==> src/design/isp_pkg.sv <==
// Shared types and constants of the instruction stream prefetcher.
package isp_pkg;

  localparam int unsigned TRAIN_ENTRIES    = 16;
  localparam int unsigned MONITOR_ENTRIES  = 16;
  localparam int unsigned LINE_OFFSET_BITS = 6;
  localparam int unsigned ADDRESS_BITS     = 48;

  localparam int unsigned LINE_BITS     = ADDRESS_BITS - LINE_OFFSET_BITS;
  localparam int unsigned TR_IDX_BITS   = $clog2(TRAIN_ENTRIES);
  localparam int unsigned MON_IDX_BITS  = $clog2(MONITOR_ENTRIES);
  localparam int unsigned CFG_IDX_BITS  = 2;
  localparam int unsigned CFG_DATA_BITS = 3;

  // Distance and degree values above this act as this.
  localparam logic [2:0] PF_CAP = 3'd4;

  typedef enum logic [CFG_IDX_BITS-1:0] {
    CFG_THRESHOLD = 2'd0,
    CFG_WINDOW    = 2'd1,
    CFG_DISTANCE  = 2'd2,
    CFG_DEGREE    = 2'd3
  } cfg_idx_e;

  typedef enum logic {
    SRC_MONITOR = 1'b0,
    SRC_INITIAL = 1'b1
  } pf_src_e;

  typedef struct packed {
    logic [ADDRESS_BITS-1:0] access_address;
    logic                    ic_hit;
    logic                    pf_line_hit;
  } in_item_t;

  typedef struct packed {
    logic [ADDRESS_BITS-1:0] prefetch_address;
    logic                    prefetch_source;
    logic                    last_of_run;
  } out_item_t;

  typedef struct packed {
    logic [LINE_BITS-1:0] mon_line;
    logic [2:0]           mon_left;
    logic [LINE_BITS-1:0] init_line;
    logic [1:0]           init_left;
  } run_t;

endpackage

==> src/design/isp_emit.sv <==
// Run sequencer that turns one run of prefetch lines into output items.
module isp_emit import isp_pkg::*; (
  input  logic      clk_i,
  input  logic      rst_ni,
  input  logic      run_load_i,
  input  run_t      run_i,
  output logic      run_ready_o,
  output logic      out_valid_o,
  input  logic      out_ready_i,
  output out_item_t out_item_o
);

  run_t      run_q, run_d;
  out_item_t out_q, out_d;
  logic      out_valid_q, out_valid_d;
  logic      slot;
  logic      step;
  logic [2:0] remaining;

  assign remaining = run_q.mon_left + {1'b0, run_q.init_left};

  always_comb begin
    slot        = !out_valid_q || out_ready_i;
    step        = slot && (remaining != 3'd0);
    run_ready_o = (remaining == 3'd0) || ((remaining == 3'd1) && slot);
    run_d       = run_q;
    out_d       = out_q;
    out_valid_d = out_valid_q && !out_ready_i;
    if (step) begin
      out_valid_d       = 1'b1;
      out_d.last_of_run = (remaining == 3'd1);
      if (run_q.mon_left != 3'd0) begin
        out_d.prefetch_address = {run_q.mon_line, {LINE_OFFSET_BITS{1'b0}}};
        out_d.prefetch_source  = SRC_MONITOR;
        run_d.mon_line         = run_q.mon_line + LINE_BITS'(1);
        run_d.mon_left         = run_q.mon_left - 3'd1;
      end else begin
        out_d.prefetch_address = {run_q.init_line, {LINE_OFFSET_BITS{1'b0}}};
        out_d.prefetch_source  = SRC_INITIAL;
        run_d.init_line        = run_q.init_line + LINE_BITS'(1);
        run_d.init_left        = run_q.init_left - 2'd1;
      end
    end
    if (run_load_i) begin
      run_d = run_i;
    end
  end

  always_ff @(posedge clk_i or negedge rst_ni) begin
    if (!rst_ni) begin
      run_q       <= '0;
      out_valid_q <= 1'b0;
    end else begin
      run_q       <= run_d;
      out_valid_q <= out_valid_d;
    end
  end

  always_ff @(posedge clk_i) begin
    out_q <= out_d;
  end

  assign out_valid_o = out_valid_q;
  assign out_item_o  = out_q;

endmodule

==> config.mk <==
export PLATFORM = sky130hd
export DESIGN_NAME = isp_emit
export DESIGN_NICKNAME = d
export VERILOG_FILES = /design/src/design/isp_pkg.sv /design/src/design/isp_emit.sv
export SDC_FILE = /design/constraint.sdc
export NUM_CORES = 1
export LEC_CHECK = 0
export BUFFER_PORTS_ARGS = -buffer_cell sky130_fd_sc_hd__buf_2
export CAP_MARGIN = 30
export CORE_ASPECT_RATIO = 1.4
export CORE_MARGIN = 2
export CORE_UTILIZATION = 40
export DETAILED_ROUTE_END_ITERATION = 7
export GPL_ROUTABILITY_DRIVEN = 1
export GPL_TIMING_DRIVEN = 1
export HOLD_SLACK_MARGIN = 0.02
export PLACE_DENSITY = 0.61
export SYNTH_ARGS = -nofsm -noshare
export SYNTH_HDL_FRONTEND = slang
export SYNTH_SLANG_ARGS = --single-unit
export TNS_END_PERCENT = 5
==> constraint.sdc <==
create_clock -name clk_i -period 4.3 [get_ports clk_i]
set_clock_uncertainty 0.15 [all_clocks]
set_input_delay 1.29 -clock clk_i [delete_from_list [all_inputs] [get_ports clk_i]]
set_output_delay 1.29 -clock clk_i [all_outputs]
set_load 0.03 [all_outputs]
* After elaboration in Yosys (flattened, before gate mapping)
Cells that the tools add are included.
** Storage, ports and cells
- Register bits after elaboration :: 140
- Latch bits :: 0
- Memory bits (writable) :: 0
- Bits in read-only memories :: 0
- Input port bits :: 93
- Logic and storage cells :: 35
- Memories kept :: 0
** Cells by class
- Add/subtract/negate cells :: 5
- Multiply operators :: 0
- Div/mod/pow operators :: 0
- $lt $le $gt $ge :: 0
- Eq/ne operators :: 2
- Shifts and indexed selects :: 0
- Mux-type cells :: 6
- Bitwise logic cells :: 0
- Reductions and logical operators :: 14
** Operator list (number)
- 89-bit two-way mux :: 2
- 42-bit by 1-bit adder with 42-bit output (second input constant) :: 2
- 49-bit two-way mux :: 1
- 45-bit two-way mux :: 1
- 44-bit two-way mux :: 1
- 3-bit nonzero test :: 2
- 2-bit AND reduction :: 2
- 2-bit nonzero test :: 2
- 3-bit by 2-bit adder with 3-bit output :: 1
- 3-bit by 1-bit == test with 1-bit output (second input constant) :: 1
- 1-bit logical AND :: 3
- 3-bit logical NOT :: 1
- 3-bit by 1-bit subtractor with 3-bit output (second input constant) :: 1
- 1-bit logical NOT :: 2
- 1-bit logical OR :: 2
- 2-bit != test (second input constant) :: 1
- 2-bit by 1-bit subtractor with 2-bit output (second input constant) :: 1
- 1-bit two-way mux :: 1

* Depth between registers and ports, before layout
Gate-level depths: netlist of the first run.
- Word-level depth :: 5
- Mapped depth :: 9
- Mapped depth without buffers :: 7

* Least setup slack after synthesis of the first run
Ideal clock, no wire load.
- Kind :: input to register
- Start :: input port out_ready_i
- End :: register out_q (netlist bit out_item_o[0]) (enable)
- Library setup time :: 0.460 ns
- Data arrival time :: 3.535 ns
- Required time :: 3.690 ns
- Slack :: 0.155 ns
- Cell stages on the path :: 2
- Buffers on the path :: 0
- Path through :: nor2b_1 > a21oi_1
** On the way
- Cells in the longest elaborated chain, start to end :: 2
** Ends and longest elaborated chain
- start: declaration :: RTL line isp_emit.sv:9 : input logic out_ready_i,
- 1-bit logical OR :: RTL line isp_emit.sv:23 : slot = !out_valid_q || out_ready_i;
- 1-bit logical AND :: RTL line isp_emit.sv:24 : step = slot && (remaining != 3'd0);
- via step :: RTL line isp_emit.sv:17 : logic step;
- end signal: assignment :: RTL line isp_emit.sv:60 : out_q <= out_d;
- end: declaration :: RTL line isp_emit.sv:14 : out_item_t out_q, out_d;
The timed path passes the listed nets, and every way through them passes these cells.
A chain may end at the register's enable or synchronous reset.

* Worst setup path in the final report of the first run
- Start :: register run_q[0] in the netlist's numbering
- End :: output port run_ready_o
** On the way
- Cells in the longest elaborated chain, start to end :: 4
- Elaborated cells between the ends (all ways) :: 5
- Classes of those cells :: 1 x add/sub; 1 x eq/ne; 3 x reduce/logical
** Ends and longest elaborated chain
- start: declaration :: RTL line isp_emit.sv:13 : run_t run_q, run_d;
- start signal: assignment :: RTL line isp_emit.sv:54 : run_q <= run_d;
- 3-bit by 2-bit adder with 3-bit output (*) :: RTL line isp_emit.sv:20 : assign remaining = run_q.mon_left + {1'b0, run_q.init_left};
- 3-bit by 1-bit == test with 1-bit output :: RTL line isp_emit.sv:25 : run_ready_o = (remaining == 3'd0) || ((remaining == 3'd1) && slot);
- 1-bit logical AND :: RTL line isp_emit.sv:25
- 1-bit logical OR (*) :: RTL line isp_emit.sv:25
- end: declaration :: RTL line isp_emit.sv:7 : output logic run_ready_o,
Every way passes the cells marked *; elsewhere a longest branch is shown, timed or not.

==> results.txt, run 1 <==
clock power share: 0.295
P per Cell Area: 546 nW/µm²
post-synth top area share: 0.309
worst hold path class: reg2reg
Net Switching: 1.76 mW
Max H-tree Level: 4
top cells by area, synth: dfrtp_1 31%, edfxtp_1 18%, mux2_2 6.3%
Iter 0 DRT Violations: 446
NumNets Final: 965
Post-synth top cells: 100 x nand2_1, 90 x dfrtp_1, 71 x o21ai_0, 44 x edfxtp_1, 44 x xnor2_1
Initial Utilization: 0.407
Routability Congestion: 0.828
Ports: 145
Logic pwr share: 0.315
clk sinks: 134
CTS clock-pin slew for the worst setup and hold paths: 0.06 ns
diode count: 0
max frequency: 256 MHz
Worst Tran Pin Value: 0.850 ns
largest family of logic cells by synthesized area: simple AND/OR/NAND/NOR gates
Vert. Die Dim: 164 µm
Antenna Nets Post-Route: 0
Levels on crit path: 6
Worst-Skew Late Latency: 0.43 ns
ys flop type: dfrtp_1
P_leak: 3.47 nW
FF-to-FF path depth: 7
CP Max Fanout: 5
worst vdd ir: 269 µV
fin crit period: 3.91 ns
num rows: 58
CP peak stage delay: 0.47 ns
Synth Cell Area: 7300 µm²
simple-gate share of the synthesized area: 0.226
Hold Vio Cnt, Final: 0
synth warn: 0
vias in the first global route: 5,970
Post-CTS Setup Bufs: 0
largest area contributor in the netlist: dfrtp_1
max cap viols: 0
# setup viols final: 0
Seq cells post-synth: 134
global route overflow: 0
first-pass GRT wire length: 32,600 µm
post-DR wirelength/cell: 19.0 µm
RSZ-0062 raised after global routing: no
final core occ: 0.492
Yosys cell types: 56
via count: 6,186
Synth Area in Adders: 0.0113
Compound-Gate Fraction of Synth Area: 0.0977
Synth Area in XOR/XNOR: 0.0732
crit start category: flip-flop
DRC: 0
number of buffers created by CTS: 17
share of layout cells above drive strength 1: 0.267
vias per cell: 5.53
reg2reg end: run_q[85]
fin crit share: 0.910
CP max-delay cell: xnor2_1
aggregate global-route resource usage: 0.222
Buf+Inv Stages, Crit Path: 1
status: completed
total wire length: 21,300 µm
Pre-antenna DRT Iters: 5
CTS resizes: 0
port bufs: 138
max_slew headroom: 0.433
Min-Delay Path Depth: 2
Fillers: 1,726
crit path capture type: output port
top-count cell post-synth: nand2_1
R2R Setup Slk: 1.12 ns
Setup crit start: run_q[0]
critical path data arrival time: 2.47 ns
Setup CP Type: reg2out
Min-Delay Endpoint: run_q[88]
final slew viol count: 0
Largest delay share family, worst path: adder cells
hold buffer count at CTS: 0
Syn Area/Cell: 9.93 µm²
Switching Share: 0.366
post-detail-place hpwl: 15,100 µm
DIE AREA: 19,400 µm²
sequential share of the synthesized area: 0.490
cell count after synthesis: 735
critical path, cell by cell: ha_1 -> fa_1 -> xnor2_1 -> nand2b_1 -> a21oi_1 -> buf_2
number of buffers on the longest clock path: 2
largest net degree at the start of global routing: 64
Seq pwr share: 0.389
Syn-to-layout area delta: 20.9%
WP data required: 2.86 ns
TritonCTS clock tree: built
mux contribution to synthesized area: 0.0660
Root Driver: clkbuf_16
initial antenna violation count: 0
die width: 118 µm
TNS Setup: 0 ns
Post-synth EDFFs: 44
asr flop ratio synth: 0.672
Pint: 3.06 mW
hold path start: run_q[88]
Placeable Area: 17,900 µm²
Reg-to-Reg Start: run_q[0]
-- placed cells by master (no fill, tap or decap), types with 3 or more instances in the layout --
| cell type | n |
|---|---|
| a31o_2 | 4 |
| and3_1 | 14 |
| ha_1 | 5 |
| nor4_1 | 32 |
| or4_1 | 10 |
| dfrtp_1 | 90 |
| or3_1 | 9 |
| clkinvlp_4 | 3 |
| inv_1 | 15 |
| xnor2_1 | 44 |
| mux2_2 | 41 |
| o31a_1 | 4 |
| clkbuf_1 | 4 |
| nor2b_1 | 5 |
| nand2_1 | 100 |
| buf_4 | 17 |
| clkinv_2 | 3 |
| and4_1 | 12 |
| edfxtp_1 | 44 |
| xor2_1 | 17 |
| nor3_1 | 11 |
| clkbuf_16 | 17 |
| a22oi_1 | 3 |
| nor2_1 | 27 |
| conb_1 | 6 |
| nand4_1 | 29 |
| nand3_1 | 31 |
| and2_1 | 6 |
| nand2b_1 | 5 |
| o21ai_0 | 71 |
| nand4b_1 | 5 |
| o31ai_1 | 3 |
| a31oi_1 | 18 |
| buf_2 | 137 |
-- stage by stage --
step / setup WS [ns] / total power, mW / hold WS [ns] / area (µm²) / instances
global placement: 0.721 / 3.40 / 0.394 / 8250 / 1086
floorplan: 0.155 / 2.90 / 0.362 / 7320 / 740
finish: 0.389 / 4.82 / 0.409 / 8820 / 1119
CTS: 0.380 / 4.84 / 0.417 / 8820 / 1119
global route: 0.259 / 5.02 / 0.485 / 8820 / 1119
detailed placement: 0.674 / 3.41 / 0.404 / 8250 / 1087
-- logic make-up after synthesis --
group,Yosys count
AND/OR/NAND/NOR,308
flip-flops,134
AO/OA/AOI/OAI,119
buffers and inverters,63
XOR/XNOR,61
multiplexers,43
adder cells (fa/ha/maj),6
other,1
-- worst max path at each step --
stage,endpoint,slack [ns]
6_report,run_ready_o,0.39
5_1_grt,run_ready_o,0.26
4_1_cts,run_ready_o,0.38
3_5_place_dp,run_ready_o,0.67
3_3_place_gp,run_ready_o,0.72
2_1_floorplan,out_item_o[0],0.16
-- sequential cells by signal (all words and copies together) (netlist names) --
register,cells
out_item_o,44
out_valid_o,1
run_q,89
-- layer usage --
metal  track usage  part of all wire  vias to the layer above
li1              -                 -                     2971
met5             0                 0                        -
met4        0.0827             0.025                        0
met2         0.390              0.52                      194
met3        0.0438             0.040                       38
met1         0.268              0.42                     2983
-- final cells by class --
type,instances,area [µm²],area share
clock inverters,9,101,0.0115
repair buffers,154,813,0.0922
inverters,16,60.1,0.00681
multi-input cells,543,3510,0.397
clock buffers,23,468,0.0530
flip-flops and latches,134,3570,0.405
well taps,240,300,0.0340
-- power by group through the flow --
stage	clock network, mW	registers (mW)	logic, mW
6_report	1.42	1.87	1.52
5_1_grt	1.49	1.90	1.63
4_1_cts	1.44	1.87	1.53
3_5_place_dp	0	1.89	1.52
3_3_place_gp	0	1.89	1.51
2_1_floorplan	0	2.22	0.675
-- worst min-delay path, stage by stage (launching register included) --
cell and delay, ns:
dfrtp_1 0.36, o211ai_1 0.08, o311ai_0 0.08
Power figures use the tool's default switching activity.
==> inputs of run 2 (changes only) <==
- CORE_UTILIZATION: 40 -> 50
- PLACE_DENSITY: 0.61 -> 0.74
==> run 2 against run 1 <==
  * Critical path depth unchanged
  * Non-clock buffer count fell by 5
  * Final cell count shrank 5.0%
  * Largest cell class unchanged
  * Critical path type unchanged
  * Design area fell by 0.64%
  * Largest power group unchanged
  * Combinational power about the same
  * Maximum frequency grew 0.67%
  * Power grew 1.1%
  * Clock-buffer cell count rose by 1
  * Clock power is 6% higher
  * Global-route usage increased by 3.9 points
==> results.txt, run 2 (synthesis gave the netlist of run 1 again) <==
status: completed
Hold Vio Cnt, Final: 0
clk sinks: 134
TritonCTS clock tree: built
post-detail-place hpwl: 14,100 µm
met3 WL: 1210 µm
CTS resizes: 0
diode count: 0
critical path data arrival time: 2.45 ns
worst setup margin: 0.415 ns
Seq pwr share: 0.383
NumNets Final: 960
number of buffers created by CTS: 17
reg2reg end: run_q[85]
Logic pwr share: 0.309
max_slew headroom: 0.242
Routability Congestion: 0.898
die width: 106 µm
Initial Utilization: 0.508
Worst-Skew Late Latency: 0.42 ns
P per Cell Area: 555 nW/µm²
fin crit period: 3.89 ns
Setup CP Type: reg2out
Min-Delay Endpoint: run_q[88]
initial antenna violation count: 0
aggregate global-route resource usage: 0.261
vias per cell: 5.97
post-DR wirelength/cell: 18.8 µm
DR top layer: met4
final core occ: 0.610
worst hold path class: reg2reg
FF-to-FF path depth: 7
WP data required: 2.86 ns
Antenna Nets Post-Route: 0
Post-CTS Setup Bufs: 0
total wire length: 20,000 µm
via count: 6,342
crit start category: flip-flop
fin crit share: 0.904
most common cell after layout, fill and taps aside: buf_2
DRC: 0
Max H-tree Level: 4
CP max-delay cell: xnor2_1
Worst Tran Pin Value: 1.13 ns
commonest non-fill, non-tap cells in the layout: 136 x buf_2, 100 x nand2_1, 90 x dfrtp_1, 71 x o21ai_0
number of buffers on the longest clock path: 2
Iter 0 DRT Violations: 420
final slew viol count: 0
DIE AREA: 15,600 µm²
max reg flops: 89
Switching Share: 0.355
post-route cell area: 8770 µm²
critical path, cell by cell: ha_1 -> fa_1 -> xnor2_1 -> nand2b_1 -> a21oi_1 -> buf_2
first-pass GRT wire length: 31,300 µm
Pint: 3.14 mW
crit path capture type: output port
placed cell areas: 8160 µm²
CP Max Fanout: 5
hold path start: run_q[88]
global route overflow: 0
Root Driver: clkbuf_16
# setup viols final: 0
routed wl met2: 10,400 µm
num rows: 52
hold buffer count at CTS: 0
P_leak: 3.47 nW
clock power share: 0.308
CP peak stage delay: 0.46 ns
RSZ-0062 raised after global routing: no
Ports: 145
share of layout cells above drive strength 1: 0.265
Net Switching: 1.73 mW
R2R Setup Slk: 1.06 ns
Syn-to-layout area delta: 20.1%
vias in the first global route: 6,188
Min-Delay Path Depth: 2
Vert. Die Dim: 147 µm
CTS clock-pin slew for the worst setup and hold paths: 0.06 ns
Reg-to-Reg Start: run_q[0]
Placeable Area: 14,400 µm²
Largest Register: run_q
max cap viols: 0
largest net degree at the start of global routing: 74
max frequency: 257 MHz
TNS Setup: 0 ns
pre-CTS setup slack: 0.673 ns
wl on met1: 7710 µm
worst vdd ir: 314 µV
port bufs: 138
Pre-antenna DRT Iters: 5
[run 2: changes by cell type in the layout (fill, tap and decap cells not counted)]
cell        previous run  this run
clkinv_1               2         1
bufinv_16              2         3
buf_2                137       136
buf_4                 17        13
clkbuf_1               4         3
clkinvlp_4             3         2
clkbuf_8               2         4
[run 2: final cells by class]
type	count	area, µm²
clock inverters	8	120
clock buffers	24	492
well taps	189	236
multi-input cells	543	3510
inverters	16	60.1
flip-flops and latches	134	3570
fillers	1255	5610
repair buffers	149	778
[run 2: critical path, delay by kind of cell, from the launching register on]
family,cells,cell delay [ns]
AO/OA/AOI/OAI,1,0.14
XOR/XNOR,1,0.46
adder cells (fa/ha/maj),2,0.65
buffers and inverters,1,0.21
flip-flops,1,0.40
AND/OR/NAND/NOR,1,0.17
[run 2: worst max path at each step]
| stage | from | end | depth (start not counted) |
|---|---|---|---|
| global placement | out_ready_i | run_ready_o | 4 |
| finish | run_q[0] | run_ready_o | 6 |
| CTS | run_q[0] | run_ready_o | 6 |
| global route | run_q[44] | run_ready_o | 6 |
| detailed placement | out_ready_i | run_ready_o | 4 |
| floorplan | out_ready_i | out_item_o[0] | 2 |
[run 2: power by group through the flow]
stage / clock, mW / sequential [mW] / combinational (mW)
floorplan: 0 / 2.22 / 0.675
global placement: 0 / 1.88 / 1.48
detailed placement: 0 / 1.88 / 1.50
CTS: 1.51 / 1.86 / 1.51
global route: 1.57 / 1.89 / 1.61
finish: 1.50 / 1.87 / 1.50
[run 2: through the flow]
step,instances,power [mW],hold WS [ns]
floorplan,740,2.90,0.362
global placement,1031,3.36,0.380
detailed placement,1031,3.38,0.396
CTS,1063,4.88,0.410
global route,1063,5.07,0.448
finish,1063,4.87,0.414
[run 2: routing by layer]
| layer | vias to the layer above | track usage |
|---|---|---|
| met2 | 306 | 0.451 |
| met5 | - | 0 |
| li1 | 2942 | - |
| met4 | 0 | 0.114 |
| met1 | 3038 | 0.319 |
| met3 | 56 | 0.0439 |
==> inputs of run 3 (changes only) <==
- MAX_ROUTING_LAYER: default -> met4
- SKIP_LAST_GASP: default -> 1
==> run 3 against run 2 <==
  * Clock power hardly changed
  * Sequential cell count unchanged
  * Critical path type unchanged
  * Setup slack worse by 0.0026 ns
  * Critical endpoint unchanged
  * Worst hold slack gained 0.0028 ns
  * Wire length fell by 0.38%
  * Sequential share of layout area stayed put
  * Design area unchanged
==> results.txt, run 3 (synthesis gave the netlist of run 1 again) <==
max_slew headroom: 0.246
Placeable Area: 14,400 µm²
CP max-delay cell: xnor2_1
max reg flops: 89
post-detail-place hpwl: 14,100 µm
vias in the first global route: 6,174
initial antenna violation count: 0
fin crit share: 0.904
critical path data arrival time: 2.45 ns
vias per cell: 5.95
post-route insts no fill: 1,063
Pre-antenna DRT Iters: 5
DIE AREA: 15,600 µm²
Largest Register: run_q
Buf+Inv Stages, Crit Path: 1
Iter 0 DRT Violations: 364
most common cell after layout, fill and taps aside: buf_2
Max H-tree Level: 4
P_leak: 3.47 nW
CP Max Fanout: 5
diode count: 0
RSZ-0062 raised after global routing: no
global route overflow: 0
final hold slack: 0.417 ns
hold path start: run_q[88]
worst hold path class: reg2reg
worst setup margin: 0.412 ns
hold buffer count at CTS: 0
Hold Vio Cnt, Final: 0
Antenna Nets Post-Route: 0
number of buffers on the longest clock path: 2
largest net degree at the start of global routing: 74
CTS clock-pin slew for the worst setup and hold paths: 0.06 ns
Routability Congestion: 0.913
Min-Delay Path Depth: 2
Fillers: 1,255
TritonCTS clock tree: built
total wire length: 19,900 µm
Post-CTS Setup Bufs: 0
number of buffers created by CTS: 17
clk sinks: 134
final slew viol count: 0
die width: 106 µm
DRC: 0
FF-to-FF path depth: 7
fin crit period: 3.89 ns
R2R Setup Slk: 1.06 ns
Ports: 145
crit path capture type: output port
Setup CP Type: reg2out
Syn-to-layout area delta: 20.1%
crit start category: flip-flop
worst vdd ir: 313 µV
Reg-to-Reg Start: run_q[0]
TNS Setup: 0 ns
max frequency: 257 MHz
dpl cells: 1,031
WP data required: 2.86 ns
Min-Delay Endpoint: run_q[88]
share of layout cells above drive strength 1: 0.265
post-DR wirelength/cell: 18.7 µm
Root Driver: clkbuf_16
via count: 6,329
port bufs: 138
Vert. Die Dim: 147 µm
Worst-Skew Late Latency: 0.42 ns
CTS resizes: 0
CP peak stage delay: 0.46 ns
first-pass GRT wire length: 31,300 µm
num rows: 52
NumNets Final: 960
pre-CTS setup slack: 0.673 ns
Initial Utilization: 0.508
commonest non-fill, non-tap cells in the layout: 136 x buf_2, 100 x nand2_1, 90 x dfrtp_1, 71 x o21ai_0
final core occ: 0.610
max cap viols: 0
Largest delay share family, worst path: adder cells
P per Cell Area: 555 nW/µm²
# setup viols final: 0
status: completed
reg2reg end: run_q[85]
Worst Tran Pin Value: 1.12 ns
critical path, cell by cell: ha_1 -> fa_1 -> xnor2_1 -> nand2b_1 -> a21oi_1 -> buf_2
aggregate global-route resource usage: 0.268
## run 3: cell counts in the layout (fill, tap and decap cells not counted)
Identical to the previous run, type by type.
## run 3: cell type report
| class | instances | area, µm² | area share |
|---|---|---|---|
| Tap cell | 189 | 236 | 0.0270 |
| Sequential cell | 134 | 3570 | 0.408 |
| Inverter | 16 | 60.1 | 0.00685 |
| Clock inverter | 8 | 120 | 0.0137 |
| Multi-Input combinational cell | 543 | 3510 | 0.400 |
| Timing Repair Buffer | 149 | 778 | 0.0888 |
| Clock buffer | 24 | 492 | 0.0561 |
## run 3: report_power, final
part	internal (mW)	switching (mW)	leakage, nW
sequential	1.68	0.186	1.50
combinational	0.491	1.01	1.67
clock	0.971	0.528	0.296
## run 3: routing by layer
layer  track usage  share of wire  vias to the layer above
li1              -              -                     2941
met1         0.322           0.39                     3035
met2         0.449           0.52                      298
met3        0.0377          0.056                       55
met4         0.120          0.035                        0
met5             -              0                        -
## run 3: worst min-delay path, cell delays in order (launching register included)
cell,delay [ns]
dfrtp_1,0.36
o211ai_1,0.09
o311ai_0,0.08
## run 3: how the worst max path moves through the flow
| stage | slack (ns) | to | startpoint | cells after the start |
|---|---|---|---|---|
| 6_report | 0.41 | run_ready_o | run_q[0] | 6 |
| 5_1_grt | 0.33 | run_ready_o | run_q[44] | 6 |
| 4_1_cts | 0.41 | run_ready_o | run_q[0] | 6 |
| 3_5_place_dp | 0.67 | run_ready_o | out_ready_i | 4 |
| 3_3_place_gp | 0.72 | run_ready_o | out_ready_i | 4 |
| 2_1_floorplan | 0.16 | out_item_o[0] | out_ready_i | 2 |
## run 3: per-stage QoR
step / area (µm²) / power, mW
after floorplan: 7320 / 2.90
after global placement: 8160 / 3.36
after detailed placement: 8160 / 3.38
after CTS: 8770 / 4.88
after global routing: 8770 / 5.07
final: 8770 / 4.87
